`src/rtl/core/rlts_pkg.sv`:
```
// Shared types and command codes for the replicated log term store.
package rlts_pkg;

    typedef enum logic [2:0] {
        CMD_QUERY    = 3'd0,
        CMD_BSTART   = 3'd1,
        CMD_BENTRY   = 3'd2,
        CMD_APPEND   = 3'd3,
        CMD_VOTE     = 3'd4,
        CMD_TRUNCATE = 3'd5,
        CMD_COMPACT  = 3'd6,
        CMD_RESTORE  = 3'd7
    } t_cmd;

    localparam logic [1:0] ST_DONE    = 2'd0;
    localparam logic [1:0] ST_FULL    = 2'd1;
    localparam logic [1:0] ST_NOBATCH = 2'd2;

    localparam logic [47:0] IDX_MAX = 48'hFFFF_FFFF_FFFF;

    // One decoded command travelling from the front to the back.
    typedef struct packed {
        t_cmd        cmd;
        logic [47:0] pos;
        logic [31:0] term;
    } t_item;

    typedef enum logic [1:0] {
        BK_IDLE,
        BK_READ,
        BK_EXEC
    } t_bk_state;

endpackage

```
`src/rtl/core/rlts_front.sv`:
```
// Command front end: captures commands into a two-entry queue.
module rlts_front
    import rlts_pkg::*;
(
    input  logic        i_clk,
    input  logic        i_rst_n,
    input  logic        i_start,
    input  logic [2:0]  i_cmd,
    input  logic [47:0] i_log_position,
    input  logic [31:0] i_term_value,
    input  logic        i_pop,
    output logic        o_full,
    output logic        o_valid,
    output t_item       o_item
);

    t_item      r_q [2];
    logic       r_wp, r_rp;
    logic [1:0] r_cnt;
    logic       w_push, w_pop;

    assign o_full  = (r_cnt == 2'd2);
    assign o_valid = (r_cnt != 2'd0);
    assign o_item  = r_q[r_rp];
    assign w_push  = i_start && !o_full;
    assign w_pop   = i_pop && o_valid;

    // Queue storage.
    always_ff @(posedge i_clk) begin
        if (w_push) begin
            r_q[r_wp] <= '{cmd: t_cmd'(i_cmd), pos: i_log_position, term: i_term_value};
        end
    end

    // Queue pointers and fill count.
    always_ff @(posedge i_clk) begin
        if (!i_rst_n) begin
            r_wp  <= 1'b0;
            r_rp  <= 1'b0;
            r_cnt <= 2'd0;
        end else begin
            if (w_push) r_wp <= ~r_wp;
            if (w_pop)  r_rp <= ~r_rp;
            r_cnt <= r_cnt + {1'b0, w_push} - {1'b0, w_pop};
        end
    end

endmodule

```
`config.mk`:
```
export PLATFORM = sky130hd
export DESIGN_NAME = rlts_front
export DESIGN_NICKNAME = d
export VERILOG_FILES = /design/src/rtl/core/rlts_pkg.sv /design/src/rtl/core/rlts_front.sv
export SDC_FILE = /design/constraint.sdc
export NUM_CORES = 1
export LEC_CHECK = 0
export ABC_AREA = 0
export BUFFER_PORTS_ARGS = -buffer_cell sky130_fd_sc_hd__buf_2
export CORE_MARGIN = 2
export CORE_UTILIZATION = 30
export DETAILED_ROUTE_END_ITERATION = 6
export PLACE_DENSITY = 0.47
export SYNTH_ARGS = -nofsm -noshare
export SYNTH_HDL_FRONTEND = slang
export SYNTH_SLANG_ARGS = --single-unit
```
`constraint.sdc`:
```
create_clock -name i_clk -period 14 [get_ports i_clk]
set_clock_uncertainty 0.1 [all_clocks]
set_input_delay 1.4 -clock i_clk [delete_from_list [all_inputs] [get_ports i_clk]]
set_output_delay 1.4 -clock i_clk [all_outputs]
set_load 0.05 [all_outputs]
```
==> flow_metrics.py <==
metrics = {
    "place": {
        "port_buffers": 171,
        "post-dp-hpwl_mm": 7.582,
        "gp_congestion": 0.6508,
    },
    "route": {
        "vias": 3155,
        "finalWirelength_mm": 12.03,
        "drtIter0Drc": 92,
        "postRouteAntennaNets": 0,
        "first_pass_iters": 4,
        "wl_per_cell_um": 15.81,
        "routed_via_density": 4.146,
        "post-route-drc-count": 0,
    },
    "clocking": {
        "holdBufCountCts": 0,
        "cts_num_sinks": 171,
        "cts_resized": 0,
        "cts_tree": "done",
        "cts_buffers": 17,
        "cts-root-buf": "clkbuf_16",
        "clk_pin_slew_ns": 0.07,
        "post_cts_buffers": 0,
        "h-tree-depth": 4,
        "clock_tree.buffer_depth": 2,
        "clock_latency_ns": 0.41,
    },
    "floorplanning": {
        "dieArea_sq_um": 23110,
        "initial_core_util_pct": 30.30,
        "core_area_sq_um": 21690,
        "die_w_um": 152.0,
        "num_rows": 54,
        "io_pins": 172,
        "chipHeight_um": 152.0,
    },
    "sta": {
        "max_freq_mhz": 237.3,
        "slew_headroom_pct": 21.84,
        "tightest_slew_ns": 1.172,
        "whs_ns": 0.4121,
        "setup-violations-final": 0,
        "post-route-period-util_pct": 30.10,
        "finalHoldViolCount": 0,
        "post-route-min-period_ns": 4.214,
        "rsz0062_at_grt": "no",
        "tns_ns": 0,
        "slew_viol_final": 0,
    },
    "critical_path": {
        "critPathBufInv": 2,
        "arrival_ns": 2.71,
        "path_delay_family": "buffers and inverters",
        "worst-path-max-fanout": 62,
        "path_class": "flip-flop to primary output",
        "max_stage_delay_ns": 0.97,
        "required_ns": 12.50,
        "slowest_stage": "buf_4",
        "worstPathCellList": "buf_4 > mux2_2 > buf_2",
        "crit_path_start_kind": "flip-flop",
        "endpoint_kind": "primary output",
    },
    "logic_synthesis": {
        "avgSynthCellArea_sq_um": 23.14,
        "syn_area_sq_um": 6573,
        "synthDistinctLibCells": 19,
        "syn_nets": 373,
        "ys_ff_latch": 171,
        "ys_seq_area_share_pct": 77.37,
        "syn_inst": 284,
        "synth_warnings": 0,
    },
    "power": {
        "seq_power_share_pct": 39.1,
        "p_sw_mw": 0.6377,
        "p_sw_share_pct": 37.10,
        "p_clk_share_pct": 26.8,
        "p_comb_share_pct": 34.2,
        "power_mw": 1.719,
        "leakagePower_nw": 3.199,
        "p_per_area_nw_per_um2": 208.7,
        "p_int_mw": 1.081,
        "vdd_drop_max_mv": 0.07769,
    },
    "global_route": {
        "grt_pass1_wl_mm": 18.75,
        "overflow": 0,
        "grt_usage_pct": 10.57,
        "antenna_found_initial": 0,
        "grt_max_degree": 63,
        "first_global_vias": 3441,
    },
    "final_layout": {
        "drive_above_1_share_pct": 60.71,
        "insertedDiodeCount": 0,
        "fillers": 2002,
        "fin_nets": 557,
        "regArea_sq_um": 5089,
        "synthToLayoutAreaGrowth_pct": 25.32,
        "multi_input_area_sq_um": 1333,
    },
    "run": {
        "cap_viol_max_count": 0,
    },
    "status": {
        "status": "complete, no violations",
    },
    "min_path": {
        "hold_class": "flip-flop to flip-flop",
    },
}
==> layer usage <==
metal / vias to the layer above / wire length (um) / GRT usage, % / share of wire [%]
li1: 1484 / - / - / -
met1: 1556 / 5067 / 12.01 / 42
met2: 100 / 5974 / 17.87 / 50
met3: 15 / 812 / 4.164 / 6.7
met4: 0 / 178 / 4.272 / 1.5
met5: - / 0 / 0 / 0
==> cells in the mapped netlist <==
| master | count | area share, % |
|---|---|---|
| o21a_1 | 1 | 0.11 |
| edfxtp_1 | 166 | 76 |
| inv_1 | 3 | 0.17 |
| buf_2 | 1 | 0.076 |
| nand2_1 | 2 | 0.11 |
| ha_1 | 2 | 0.38 |
| buf_6 | 1 | 0.17 |
| buf_12 | 7 | 2.1 |
| dfxtp_1 | 5 | 1.5 |
| and2_1 | 1 | 0.095 |
| or2_2 | 1 | 0.095 |
| mux2i_1 | 1 | 0.15 |
| and3_1 | 1 | 0.095 |
| nand2b_1 | 2 | 0.19 |
| xnor2_1 | 2 | 0.27 |
| xor2_1 | 1 | 0.13 |
| mux2_4 | 70 | 16 |
| nor2_1 | 4 | 0.23 |
| mux2_2 | 13 | 2.2 |
==> state kept, by name (all words and copies together), names as in the netlist, named ones only <==
signal and count:
r_rp 1, r_q 166, r_cnt 2, r_wp 1
==> placed cells by master (no fill, tap or decap), drive strengths merged, types with 2 or more instances in the layout <==
cell	netlist	layout
buf	9	174
clkbuf	0	17
clkinv	0	3
dfxtp	5	5
edfxtp	166	166
ha	2	2
inv	3	13
mux2	83	83
nand2	2	2
nand2b	2	2
nor2	4	4
xnor2	2	2
==> logic make-up after synthesis <==
| logic type | count (synthesis) | share of synthesized area (%) |
|---|---|---|
| and+or+nand+nor | 11 | 0.8187 |
| xor gates and xnor gates | 3 | 0.3998 |
| buffers and inverters | 12 | 2.551 |
| adders and majority gates | 2 | 0.3807 |
| DFF | 171 | 77.37 |
| muxes | 84 | 18.37 |
| AOI/OAI and AO/OA | 1 | 0.1143 |
==> worst reg2reg max path, cell delays in order, from the launching register on <==
cell and delay, ns:
dfxtp_1 0.37, nand2b_1 0.17, nand2_1 0.15, nor2_4 0.81
buf_4 0.74
==> metrics by stage <==
step	cells	util, %	instance area [sq um]	worst slack (ns)
3_3_place_gp	729	35.32	7661	10.24
2_1_floorplan	284	-	6573	8.421
5_1_grt	761	37.98	8237	9.615
4_1_cts	761	37.98	8237	9.719
6_report	761	37.98	8237	9.786
3_5_place_dp	729	35.32	7661	10.20
==> final timing paths <==
path	from	end	slack, ns	depth (start not counted)
setup / recovery	flip-flop	o_item[2]	9.79	3
hold / removal	r_rp	r_rp	0.41	2
setup reg to reg	r_cnt[0]	r_q[0][39]	11.26	4
hold reg to reg	r_rp	r_rp	0.41	2
==> power by group through the flow <==
stage	Combinational, mW	Sequential [mW]	Clock [mW]
after floorplan	0.512	0.674	0
after global placement	0.596	0.681	0
after detailed placement	0.596	0.684	0
after CTS	0.598	0.673	0.476
after global routing	0.618	0.679	0.499
final	0.587	0.672	0.460
==> cell type report <==
class	count	share of cell area [%]
clock buffers	17	5.165
clock inverters	15	1.823
inverters	3	0.1367
multi-input cells	101	16.18
flip-flops and latches	171	61.78
well taps	280	4.253
repair buffers	174	10.66
(Power assumes the default switching activity.)
